===== config.mk =====
export PLATFORM = sky130hd
export DESIGN_NAME = bitmap_slot_allocator
export DESIGN_NICKNAME = d
export VERILOG_FILES = /design/src/hdl/bsa_pkg.sv /design/src/hdl/bitmap_slot_allocator.sv /design/src/hdl/bsa_div.sv /design/src/hdl/bsa_owner_ram.sv
export SDC_FILE = /design/constraint.sdc
export NUM_CORES = 2
export LEC_CHECK = 0
export BUFFER_PORTS_ARGS = -buffer_cell sky130_fd_sc_hd__clkbuf_2
export CAP_MARGIN = 20
export CORE_MARGIN = 4
export CORE_UTILIZATION = 25
export CTS_BUF_LIST = sky130_fd_sc_hd__clkbuf_4
export DETAILED_ROUTE_END_ITERATION = 10
export HOLD_SLACK_MARGIN = 0.08
export PLACE_DENSITY = 0.44
export SLEW_MARGIN = 15
export SYNTH_ARGS = -nofsm -noshare
export SYNTH_HDL_FRONTEND = slang
export SYNTH_SLANG_ARGS = --single-unit

===== constraint.sdc =====
create_clock -name clk_i -period 6.9 [get_ports clk_i]
set_input_delay 1.035 -clock clk_i [delete_from_list [all_inputs] [get_ports clk_i]]
set_output_delay 1.035 -clock clk_i [all_outputs]
set_load 0.05 [all_outputs]

===== src/hdl/bsa_pkg.sv =====
// Shared types and constants for the bitmap slot allocator.
// No dependencies; imported by every module of the block.
package bsa_pkg;

  localparam int unsigned MaxSlotsDefault = 32;

  localparam int unsigned AddrW   = 32;
  localparam int unsigned TagW    = 32;
  localparam int unsigned SizeW   = 25;
  localparam int unsigned CountW  = 6;
  localparam int unsigned CfgIdxW = 2;
  localparam int unsigned CfgW    = 32;

  localparam logic [CfgIdxW-1:0] CfgBase  = 2'd0;
  localparam logic [CfgIdxW-1:0] CfgSize  = 2'd1;
  localparam logic [CfgIdxW-1:0] CfgCount = 2'd2;

  localparam logic [SizeW-1:0]  SizeReset  = 25'd16;
  localparam logic [CountW-1:0] CountReset = 6'd32;

  typedef enum logic [1:0] {
    CMD_ALLOC  = 2'd0,
    CMD_FREE   = 2'd1,
    CMD_LOOKUP = 2'd2,
    CMD_NONE   = 2'd3
  } cmd_e;

  typedef enum logic [1:0] {
    STAT_OK     = 2'd0,
    STAT_FULL   = 2'd1,
    STAT_RANGE  = 2'd2,
    STAT_UNUSED = 2'd3
  } status_e;

  typedef enum logic [1:0] {
    EV_NONE   = 2'd0,
    EV_FULL   = 2'd1,
    EV_REJOIN = 2'd2,
    EV_EMPTY  = 2'd3
  } event_e;

  typedef enum logic [2:0] {
    S_IDLE,
    S_SCAN,
    S_MUL,
    S_ADD,
    S_DIV,
    S_READ
  } state_e;

  typedef struct packed {
    logic [AddrW-1:0] slot_address;
    logic [TagW-1:0]  owner;
    status_e          status;
    event_e           list_event;
    logic             chunk_empty;
  } result_t;

endpackage


===== src/hdl/bitmap_slot_allocator.sv =====
// Top level of the bitmap slot allocator: config registers, sequencer,
// used bitmap and occupancy. Depends on bsa_pkg, bsa_div and bsa_owner_ram.
//
//   channel   | signals                                   | flow
//   ----------+-------------------------------------------+-----------------
//   command   | start_i, busy_o, command_i, address_i,    | accepted when
//             | owner_tag_i                               | start_i & !busy_o
//   result    | done_o, slot_address_o, owner_out_o,      | one-cycle strobe
//             | status_o, list_event_o, chunk_empty_o     |
//   config    | cfg_we_i, cfg_index_i, cfg_data_i         | write on cfg_we_i
//
// Steps per beat, from accept to strobe:
//   allocate: scan k+1 slots one per cycle (k = slots skipped), then a
//             multiply step and an add step.
//             A chunk already full answers without a scan.
//   free / lookup: the shared divider turns the offset into a slot index
//             (load, then 32 quotient bits); free then answers, lookup
//             first reads the owner RAM.
//   unused command code: answers straight from idle.
// busy_o stays high until the result register is loaded; the strobe cycle
// overlaps the next accept. Reset clears the bitmap, pointer and occupancy and
// loads the config defaults; the owner RAM needs no clearing since it is only
// read for used slots.
// The receiver cannot stall: a result is held for exactly one cycle.
module bitmap_slot_allocator #(
  parameter int unsigned MAX_SLOTS = bsa_pkg::MaxSlotsDefault
) (
  input  logic                        clk_i,
  input  logic                        rst_ni,
  // command beat
  input  logic                        start_i,
  output logic                        busy_o,
  input  logic [1:0]                  command_i,
  input  logic [bsa_pkg::AddrW-1:0]   address_i,
  input  logic [bsa_pkg::TagW-1:0]    owner_tag_i,
  // result beat
  output logic                        done_o,
  output logic [bsa_pkg::AddrW-1:0]   slot_address_o,
  output logic [bsa_pkg::TagW-1:0]    owner_out_o,
  output logic [1:0]                  status_o,
  output logic [1:0]                  list_event_o,
  output logic                        chunk_empty_o,
  // config writes
  input  logic                        cfg_we_i,
  input  logic [bsa_pkg::CfgIdxW-1:0] cfg_index_i,
  input  logic [bsa_pkg::CfgW-1:0]    cfg_data_i
);
  import bsa_pkg::*;

  localparam int unsigned IdxW = (MAX_SLOTS > 1) ? $clog2(MAX_SLOTS) : 1;
  localparam int unsigned CntW = $clog2(MAX_SLOTS + 1);

  // config
  logic [AddrW-1:0]  base_q;
  logic [SizeW-1:0]  size_q;
  logic [CountW-1:0] count_q;

  // allocator state
  state_e            state_q, state_d;
  logic [MAX_SLOTS-1:0] used_q, used_d;
  logic [IdxW-1:0]   sp_q, sp_d;
  logic [CntW-1:0]   occ_q, occ_d;

  // per-beat working registers
  cmd_e              cmd_q, cmd_d;
  logic [TagW-1:0]   tag_q, tag_d;
  logic [IdxW-1:0]   ptr_q, ptr_d;
  logic [CntW-1:0]   seen_q, seen_d;
  logic [AddrW-1:0]  prod_q, prod_d;
  result_t           res_q, res_d;
  logic              done_q, done_d;

  // derived values
  logic [SizeW-1:0]  grain;
  logic [CntW-1:0]   n_eff;
  logic [CountW:0]   count_ext;
  logic              accept;
  logic [CntW-1:0]   occ_dec;
  logic [CntW-1:0]   ptr_ext;

  // divider and RAM hookup
  logic              div_start;
  logic              div_done;
  logic [AddrW-1:0]  div_quot;
  logic [IdxW-1:0]   q_idx;
  logic              ram_we;
  logic              ram_re;
  logic [TagW-1:0]   ram_rdata;

  // zero grain acts as one; slot count clamps to 1..MAX_SLOTS
  assign grain     = (size_q == '0) ? SizeW'(1) : size_q;
  assign count_ext = {1'b0, count_q};
  always_comb begin
    if (count_q == '0) begin
      n_eff = CntW'(1);
    end else if (count_ext > (CountW + 1)'(MAX_SLOTS)) begin
      n_eff = CntW'(MAX_SLOTS);
    end else begin
      n_eff = CntW'(count_q);
    end
  end

  assign accept    = start_i && (state_q == S_IDLE);
  assign div_start = accept && ((cmd_e'(command_i) == CMD_FREE) ||
                                (cmd_e'(command_i) == CMD_LOOKUP));
  assign q_idx     = div_quot[IdxW-1:0];
  assign occ_dec   = (occ_q == '0) ? '0 : occ_q - 1'b1;
  assign ptr_ext   = CntW'(ptr_q);

  always_ff @(posedge clk_i or negedge rst_ni) begin
    if (!rst_ni) begin
      base_q  <= '0;
      size_q  <= SizeReset;
      count_q <= CountReset;
    end else if (cfg_we_i) begin
      case (cfg_index_i)
        CfgBase:  base_q  <= cfg_data_i[AddrW-1:0];
        CfgSize:  size_q  <= cfg_data_i[SizeW-1:0];
        CfgCount: count_q <= cfg_data_i[CountW-1:0];
        default: ;
      endcase
    end
  end

  // sequencer
  always_comb begin
    state_d = state_q;
    used_d  = used_q;
    sp_d    = sp_q;
    occ_d   = occ_q;
    cmd_d   = cmd_q;
    tag_d   = tag_q;
    ptr_d   = ptr_q;
    seen_d  = seen_q;
    prod_d  = prod_q;
    res_d   = res_q;
    done_d  = 1'b0;
    ram_we  = 1'b0;
    ram_re  = 1'b0;

    case (state_q)
      S_IDLE: begin
        if (accept) begin
          cmd_d = cmd_e'(command_i);
          tag_d = owner_tag_i;
          res_d = '0;
          case (cmd_e'(command_i))
            CMD_ALLOC: begin
              if (occ_q >= n_eff) begin
                res_d.status = STAT_FULL;
                done_d       = 1'b1;
              end else begin
                ptr_d   = (CntW'(sp_q) < n_eff) ? sp_q : '0;
                seen_d  = '0;
                state_d = S_SCAN;
              end
            end
            CMD_FREE, CMD_LOOKUP: state_d = S_DIV;
            default: done_d = 1'b1;
          endcase
        end
      end

      // next-fit scan, one slot per cycle with wrap at the slot count
      S_SCAN: begin
        if (!used_q[ptr_q]) begin
          state_d = S_MUL;
        end else if (seen_q == n_eff - 1'b1) begin
          res_d.status = STAT_FULL;
          done_d       = 1'b1;
          state_d      = S_IDLE;
        end else begin
          seen_d = seen_q + 1'b1;
          ptr_d  = (ptr_ext + 1'b1 == n_eff) ? '0 : ptr_q + 1'b1;
        end
      end

      S_MUL: begin
        prod_d         = AddrW'(grain) * AddrW'(ptr_q);
        used_d[ptr_q]  = 1'b1;
        sp_d           = ptr_q;
        occ_d          = occ_q + 1'b1;
        ram_we         = 1'b1;
        if ((occ_q + 1'b1 == n_eff) && (n_eff > CntW'(1))) begin
          res_d.list_event = EV_FULL;
        end
        state_d = S_ADD;
      end

      S_ADD: begin
        res_d.slot_address = base_q + prod_q;
        done_d             = 1'b1;
        state_d            = S_IDLE;
      end

      S_DIV: begin
        if (div_done) begin
          if (div_quot >= AddrW'(n_eff)) begin
            res_d.status = STAT_RANGE;
            done_d       = 1'b1;
            state_d      = S_IDLE;
          end else if (!used_q[q_idx]) begin
            res_d.status = STAT_UNUSED;
            done_d       = 1'b1;
            state_d      = S_IDLE;
          end else if (cmd_q == CMD_LOOKUP) begin
            ram_re  = 1'b1;
            state_d = S_READ;
          end else begin
            used_d[q_idx] = 1'b0;
            occ_d         = occ_dec;
            if ((occ_q == n_eff) && (n_eff > CntW'(1))) begin
              res_d.list_event = EV_REJOIN;
            end
            if (occ_dec == '0) begin
              res_d.chunk_empty = 1'b1;
              if (n_eff > CntW'(1)) begin
                res_d.list_event = EV_EMPTY;
              end
            end
            done_d  = 1'b1;
            state_d = S_IDLE;
          end
        end
      end

      S_READ: begin
        res_d.owner = ram_rdata;
        done_d      = 1'b1;
        state_d     = S_IDLE;
      end

      default: state_d = S_IDLE;
    endcase
  end

  always_ff @(posedge clk_i or negedge rst_ni) begin
    if (!rst_ni) begin
      state_q <= S_IDLE;
      used_q  <= '0;
      sp_q    <= '0;
      occ_q   <= '0;
      done_q  <= 1'b0;
    end else begin
      state_q <= state_d;
      used_q  <= used_d;
      sp_q    <= sp_d;
      occ_q   <= occ_d;
      done_q  <= done_d;
    end
  end

  always_ff @(posedge clk_i) begin
    cmd_q  <= cmd_d;
    tag_q  <= tag_d;
    ptr_q  <= ptr_d;
    seen_q <= seen_d;
    prod_q <= prod_d;
    res_q  <= res_d;
  end

  // offset / grain; an address below base wraps to a large offset
  bsa_div u_div (
    .clk_i      (clk_i),
    .rst_ni     (rst_ni),
    .start_i    (div_start),
    .dividend_i (address_i - base_q),
    .divisor_i  (grain),
    .done_o     (div_done),
    .quotient_o (div_quot)
  );

  bsa_owner_ram #(
    .Depth (MAX_SLOTS),
    .IdxW  (IdxW)
  ) u_owner_ram (
    .clk_i   (clk_i),
    .we_i    (ram_we),
    .waddr_i (ptr_q),
    .wdata_i (tag_q),
    .re_i    (ram_re),
    .raddr_i (q_idx),
    .rdata_o (ram_rdata)
  );

  assign busy_o         = (state_q != S_IDLE);
  assign done_o         = done_q;
  assign slot_address_o = res_q.slot_address;
  assign owner_out_o    = res_q.owner;
  assign status_o       = res_q.status;
  assign list_event_o   = res_q.list_event;
  assign chunk_empty_o  = res_q.chunk_empty;

endmodule


===== src/hdl/bsa_div.sv =====
// Radix-2 restoring divider, one quotient bit per cycle.
// Depends on bsa_pkg for operand widths.
module bsa_div (
  input  logic                      clk_i,
  input  logic                      rst_ni,
  input  logic                      start_i,
  input  logic [bsa_pkg::AddrW-1:0] dividend_i,
  input  logic [bsa_pkg::SizeW-1:0] divisor_i,
  output logic                      done_o,
  output logic [bsa_pkg::AddrW-1:0] quotient_o
);
  import bsa_pkg::*;

  localparam int unsigned StepW = $clog2(AddrW);

  logic             run_q, run_d;
  logic             done_q, done_d;
  logic [StepW-1:0] step_q, step_d;
  logic [AddrW-1:0] quot_q, quot_d;
  logic [SizeW-1:0] rem_q, rem_d;
  logic [SizeW-1:0] dvs_q, dvs_d;
  logic [SizeW:0]   rem_sh;
  logic             ge;

  assign rem_sh = {rem_q, quot_q[AddrW-1]};
  assign ge     = rem_sh >= {1'b0, dvs_q};

  always_comb begin
    run_d  = run_q;
    done_d = 1'b0;
    step_d = step_q;
    quot_d = quot_q;
    rem_d  = rem_q;
    dvs_d  = dvs_q;
    if (start_i) begin
      run_d  = 1'b1;
      step_d = '0;
      quot_d = dividend_i;
      rem_d  = '0;
      dvs_d  = divisor_i;
    end else if (run_q) begin
      quot_d = {quot_q[AddrW-2:0], ge};
      rem_d  = ge ? SizeW'(rem_sh - {1'b0, dvs_q}) : rem_sh[SizeW-1:0];
      step_d = step_q + 1'b1;
      if (step_q == StepW'(AddrW - 1)) begin
        run_d  = 1'b0;
        done_d = 1'b1;
      end
    end
  end

  always_ff @(posedge clk_i or negedge rst_ni) begin
    if (!rst_ni) begin
      run_q  <= 1'b0;
      done_q <= 1'b0;
      step_q <= '0;
    end else begin
      run_q  <= run_d;
      done_q <= done_d;
      step_q <= step_d;
    end
  end

  always_ff @(posedge clk_i) begin
    quot_q <= quot_d;
    rem_q  <= rem_d;
    dvs_q  <= dvs_d;
  end

  assign done_o     = done_q;
  assign quotient_o = quot_q;

endmodule


===== src/hdl/bsa_owner_ram.sv =====
// Owner tag store: one write port, one registered read port.
// Depends on bsa_pkg for the tag width.
module bsa_owner_ram #(
  parameter int unsigned Depth = bsa_pkg::MaxSlotsDefault,
  parameter int unsigned IdxW  = 5
) (
  input  logic                     clk_i,
  input  logic                     we_i,
  input  logic [IdxW-1:0]          waddr_i,
  input  logic [bsa_pkg::TagW-1:0] wdata_i,
  input  logic                     re_i,
  input  logic [IdxW-1:0]          raddr_i,
  output logic [bsa_pkg::TagW-1:0] rdata_o
);
  import bsa_pkg::*;

  logic [TagW-1:0] mem [Depth];
  logic [TagW-1:0] rdata_q;

  always_ff @(posedge clk_i) begin
    if (we_i) begin
      mem[waddr_i] <= wdata_i;
    end
    if (re_i) begin
      rdata_q <= mem[raddr_i];
    end
  end

  assign rdata_o = rdata_q;

endmodule


After elaboration in Yosys (flattened, before gate mapping)
Memories as Yosys holds them, arrays and structs flattened. A register that Yosys moved wholly into a read port is not among the register bits.
Cells that the tools add are included.

cells by class
  add/subtract/negate cells = 10
  $mul = 1
  magnitude comparators = 10
  equality and inequality tests = 31
  multiplexer cells = 95
  bitwise logic cells = 3
  reduce and logical (&&, ||, !) cells = 37

operator list
  kind                                                            count
  32-bit two-way mux                                              6
  32-bit case mux with 2 select lines                             3
  6-bit two-way mux                                               12
  69-bit two-way mux                                              1
  25-bit two-way mux                                              2
  5-bit two-way mux                                               10
  3-bit two-way mux                                               12
  32-bit by 30-bit adder with 32-bit output                       1
  32-bit AND                                                      1
  32-bit by 6-bit greater-or-equal comparator with 1-bit output   1
  32-bit inverter                                                 1
  32-bit bitwise OR                                               1
  32-bit subtractor                                               1
  25-bit by 5-bit multiplier with 30-bit output                   1
  1-bit two-way mux                                               28
  26-bit by 25-bit greater-or-equal comparator with 1-bit output  1
  25-bit zero test                                                1
  25-bit subtractor                                               1
  6-bit == test                                                   4
  6-bit case mux with 2 select lines                              2
  2-bit != test (second input constant)                           10
  6-bit zero test                                                 3
  2-bit two-way mux                                               7
  7-bit AND reduction                                             2
  other kinds (37)                                                75

storage, ports and cells
  register bits after elaboration = 343
  bits in writable memories = 1,024
  input bits = 104
  output and inout port bits = 71
  word-level logic and storage cells = 212
  memories = 1

memories
  memory           depth  bits a word  rd ports  clocked after Yosys merged registers in  wr ports  RTL line             text
  u_owner_ram.mem  32     32           1         1                                        1         bsa_owner_ram.sv:17  logic [TagW-1:0] mem [Depth];

Depth between registers and ports, before layout
  word-level depth = 13
  depth in mapped cells = 20

Hierarchy
From an unflattened synthesis, not the netlist that was laid out.

second synthesis, totals
  cell total of the unflattened synthesis = 4,497
  area, all modules = 63,808.7 µm²

by module, submodules not included
  module                 instances  cells each  area an instance (µm²)  seq. area each (µm²)
  bsa_owner_ram          1          2,260       40,812.9                31,710.4
  bitmap_slot_allocator  1          1,778       18,012.3                7,079.3
  bsa_div                1          459         4,983.5                 2,387.3

Worst setup path after synthesis
OpenSTA, ideal clock, no wires.

  path type = flip-flop to flip-flop
  start = reg size_q[19]
  end = reg prod_q[27] (data pin)
  arrival = 4,797 ps
  required time = 6,639 ps
  path slack = 1,842 ps
  stages on the path, launching flop included = 18
  path buffers = 0
  period minus slack after synthesis = 5,058 ps
  cells stage by stage = dfrtp_1 -> or4_1 -> nor4_1 -> a41o_1 -> nand2_1 -> fa_1 -> fa_1 -> fa_1 -> inv_1 -> ha_1 -> o21ai_0 -> o21ai_1 -> a41oi_1 -> nor2_1 -> a22oi_1 -> a31o_2 -> nor3_1 -> a311o_1

on the way
  cells in the longest elaborated chain, start to end = 3

ends and longest elaborated chain
  what                                           RTL line                      text
  start: declaration                             bitmap_slot_allocator.sv:55   logic [SizeW-1:0] size_q;
  start signal: assignment                       bitmap_slot_allocator.sv:113  size_q <= SizeReset;
  start signal: assignment                       bitmap_slot_allocator.sv:118  CfgSize: size_q <= cfg_data_i[SizeW-1:0];
  25-bit zero test                               bitmap_slot_allocator.sv:91   assign grain = (size_q == '0) ? SizeW'(1) : size_q;
  25-bit two-way mux                             bitmap_slot_allocator.sv:91
  net grain[0]                                   bitmap_slot_allocator.sv:74   logic [SizeW-1:0] grain;
  25-bit by 5-bit multiplier with 30-bit output  bitmap_slot_allocator.sv:179  prod_d = AddrW'(grain) * AddrW'(ptr_q);
  end signal: assignment                         bitmap_slot_allocator.sv:258  prod_q <= prod_d;
  end: declaration                               bitmap_slot_allocator.sv:69   logic [AddrW-1:0] prod_q, prod_d;

The timed path passes the listed nets, and every way through them passes these cells.
A chain may end at the register's enable or synchronous reset.

Worst setup path in the final report
Ends and elaborated chain as after synthesis.

==> summary.md <==
| Metric | Value |
|---|---|
| Post-synth ARST share | 8.36% |
| EDFF count, synth | 1,257 |
| Mapped Area | 62,400 sq um |
| Vias in the first global route | 38.9k |
| Placer Congestion | 0.810 |
| Die height | 508 um |
| Rel. slew slack | 23.9% |
| Worst EP required | 7940 ps |
| Starting DRC count in detailed routing | 3,285 |
| Final setup fails | 0 |
| Final worst setup slack | 924 ps |
| Hold WS | 256 ps |
| Finished Layout Cells | 8,052 |
| Max Buffers Root-to-Sink | 4 |
| Initial Util | 25.1% |
| Largest net degree at the start of global routing | 129 |
| Row count | 183 |
| Reg2Reg Setup Slack | 920 ps |
| Post-CTS Setup Bufs | 0 |
| Reg clk slew, reported paths | 70 ps |
| Status | complete, no violations |
| Syn Area/Cell | 15.8 sq um |
| CTS root buffer | clkbuf_4 |
| PortBufs | 174 |
| Worst Setup End Kind | flop |
| Syn Nets | 4,274 |
| Period utilization | 86.6% |
| Top FF cell, synth | edfxtp_1 |
| Kind of critical path | reg -> reg |
| Vias per inst | 4.67 |
| DR WL/cell | 23.8 um |
| Share of post-route cells with drive strength above 1 | 25.9% |
| Slew Viols, Final | 0 |
| Flop and latch count out of synthesis | 1,399 |
| CTS tree | built |
| Via count | 37.6k |
| Max Clk Rate | 167 MHz |
| Worst skew pair latency | 1370 ps |
| Setup TNS | 0 ps |
| Number of antenna violations at the first check in global routing | 12 |
| First-pass iteration count of the detailed router | 5 |
| First-pass GRT wire length | 276,000 um |
| Core region area | 248,000 sq um |
| Area Growth Syn to Fin | 17.0% |
| Synth cell types | 92 |
| H-tree levels | 5 |
| CP Data Arrival Time | 7020 ps |
| P_leak | 25.7 nW |
| Hold crit path type | in -> reg |
| IO Pins | 175 |
| Core Util, Final | 29.4% |
| Synth area leader | edfxtp_1 |
| Detailed Place HPWL | 113,000 um |
| Worst-Margin Slew | 1140 ps |
| Die footprint | 258,000 sq um |
| Most common cell after layout, fill and taps aside | edfxtp_1 |
| Dpl ws | 802 ps |
| CTS Buf Count | 386 |
| GRT overflow | 0 |
| Power Dens Cells | 397 nW/um^2 |
| Most frequent cells in the layout | edfxtp_1, clkbuf_4, mux4_2, nand2_1, inv_1 |
| Post-route ant nets | 0 |
| Ranking of synthesized cells by area | edfxtp_1, mux4_2, dfrtp_1 |
| # nets final | 4,776 |
| Synth Instances | 3,946 |
| GRT Total Usage | 14.6% |
| Die Span X | 508 um |
| RSZ-0062 raised after global routing | false |
| Max capacitance violation total | 0 |
| # DRC | 0 |
| Synth warn | 0 |
| Final hold vios | 0 |
| Min cycle time layout | 5980 ps |
| Post-Route WL | 192,000 um |
| Register area share after synthesis | 66.0% |
| # clock sinks | 1,399 |
| Peak VDD IR | 0.000302 V |
| Worst Path Max Fanout | 8 |
| Clk_skew | 183 ps |
| CP Launch Type | flop |
| Post-Place Cells | 7,322 |
| Top cell type's share of synthesized area | 60.5% |
[cell families (layout without fill, tap and decap cells)]
logic type,after synthesis,after routing,share of synthesized area (%)
flops,1399,1399,66.0
simple gates,784,784,6.36
compound gates,706,706,7.53
buf+inv,408,1176,2.54
mux,322,322,10.8
fa+ha+maj,224,224,5.36
xor+xnor,103,103,1.45
other cells,0,8,0
[power by group]
part           total, mW  internal (mW)  switching (mW)
registers           11.5           10.6           0.900
clock network       7.32           3.81            3.51
logic               10.2           4.14            6.07
[cells in the mapped netlist, types with 20 or more instances]
library cell / count
o21ai_1: 63
or3_1: 21
a211oi_1: 20
inv_1: 192
and3_1: 49
nor2_1: 154
a21oi_1: 120
nand3_1: 49
buf_2: 32
xor2_1: 44
a22oi_1: 135
edfxtp_1: 1257
dfxtp_1: 25
mux2_2: 33
o21a_1: 37
nand2b_1: 23
dfrtp_1: 115
xnor2_1: 59
nand4_1: 52
o21ai_0: 119
a21o_1: 57
fa_1: 72
and2_1: 108
ha_1: 152
mux4_2: 266
nor3_1: 50
buf_1: 23
nand2_1: 207
clkbuf_1: 152
[state kept, by name (all words and copies together) (netlist names), 25 cells and up]
signal	flops
slot_address_o	32
owner_out_o	32
u_div.dvs_q	25
u_div.quotient_o	32
used_q	32
u_div.rem_q	25
tag_q	32
prod_q	30
base_q	32
size_q	25
u_owner_ram.rdata_o	32
u_owner_ram.mem	1024
[repair_timing]
item,in CTS,in global routing
hold buffers,65,0
gates resized for setup,0,0
hold endpoints to repair,159,0
[stage by stage]
stage               area, sq um  power [mW]
floorplan                 62400        18.8
global placement          67600        22.0
detailed placement        67600        22.0
CTS                       72900        29.5
global route              73000        31.0
finish                    73000        29.0
[worst max-delay path, stage by stage (launching register included)]
cell,delay (ps)
dfrtp_1,470
or4_1,570
nor4_1,490
a41o_1,360
nand2_1,100
fa_1,470
fa_1,520
fa_1,540
inv_1,40
ha_1,350
o21ai_0,250
o21ai_1,120
a41oi_1,340
nor2_1,130
a22oi_1,360
a31o_2,280
nor3_1,60
a311o_1,270
[path summary, 6_finish.rpt]
| kind | start | end | depth (start not counted) |
|---|---|---|---|
| min in group asynchronous | rst_ni | base_q[23] | 2 |
| max in group asynchronous | rst_ni | state_q[0] | 3 |
| worst max register to register | size_q[19] | prod_q[27] | 17 |
| worst min register to register | u_owner_ram.rdata_o[27] | owner_out_o[27] | 1 |
| worst min-delay path | cfg_data_i[4] | base_q[4] | 3 |
| worst max-delay path | size_q[19] | prod_q[27] | 17 |
[layout make-up]
class                           count  area (sq um)
Fill cell                       25000        175000
Timing Repair Buffer              323          2290
Sequential cell                  1399         41200
Tap cell                         3330          4170
Antenna cell                        8          20.0
Multi-Input combinational cell   2139         19900
Clock inverter                     94           465
Inverter                          199           748
Clock buffer                      560          4200
[layer usage]
metal	vias up	wire length, um	global-route usage [%]
li1	16700	-	-
met1	19500	86500	20.0
met2	1129	91000	23.6
met3	290	10500	2.76
met4	4	3780	3.94
met5	-	31	0
Note: power is estimated with default switching activity, not from simulation.
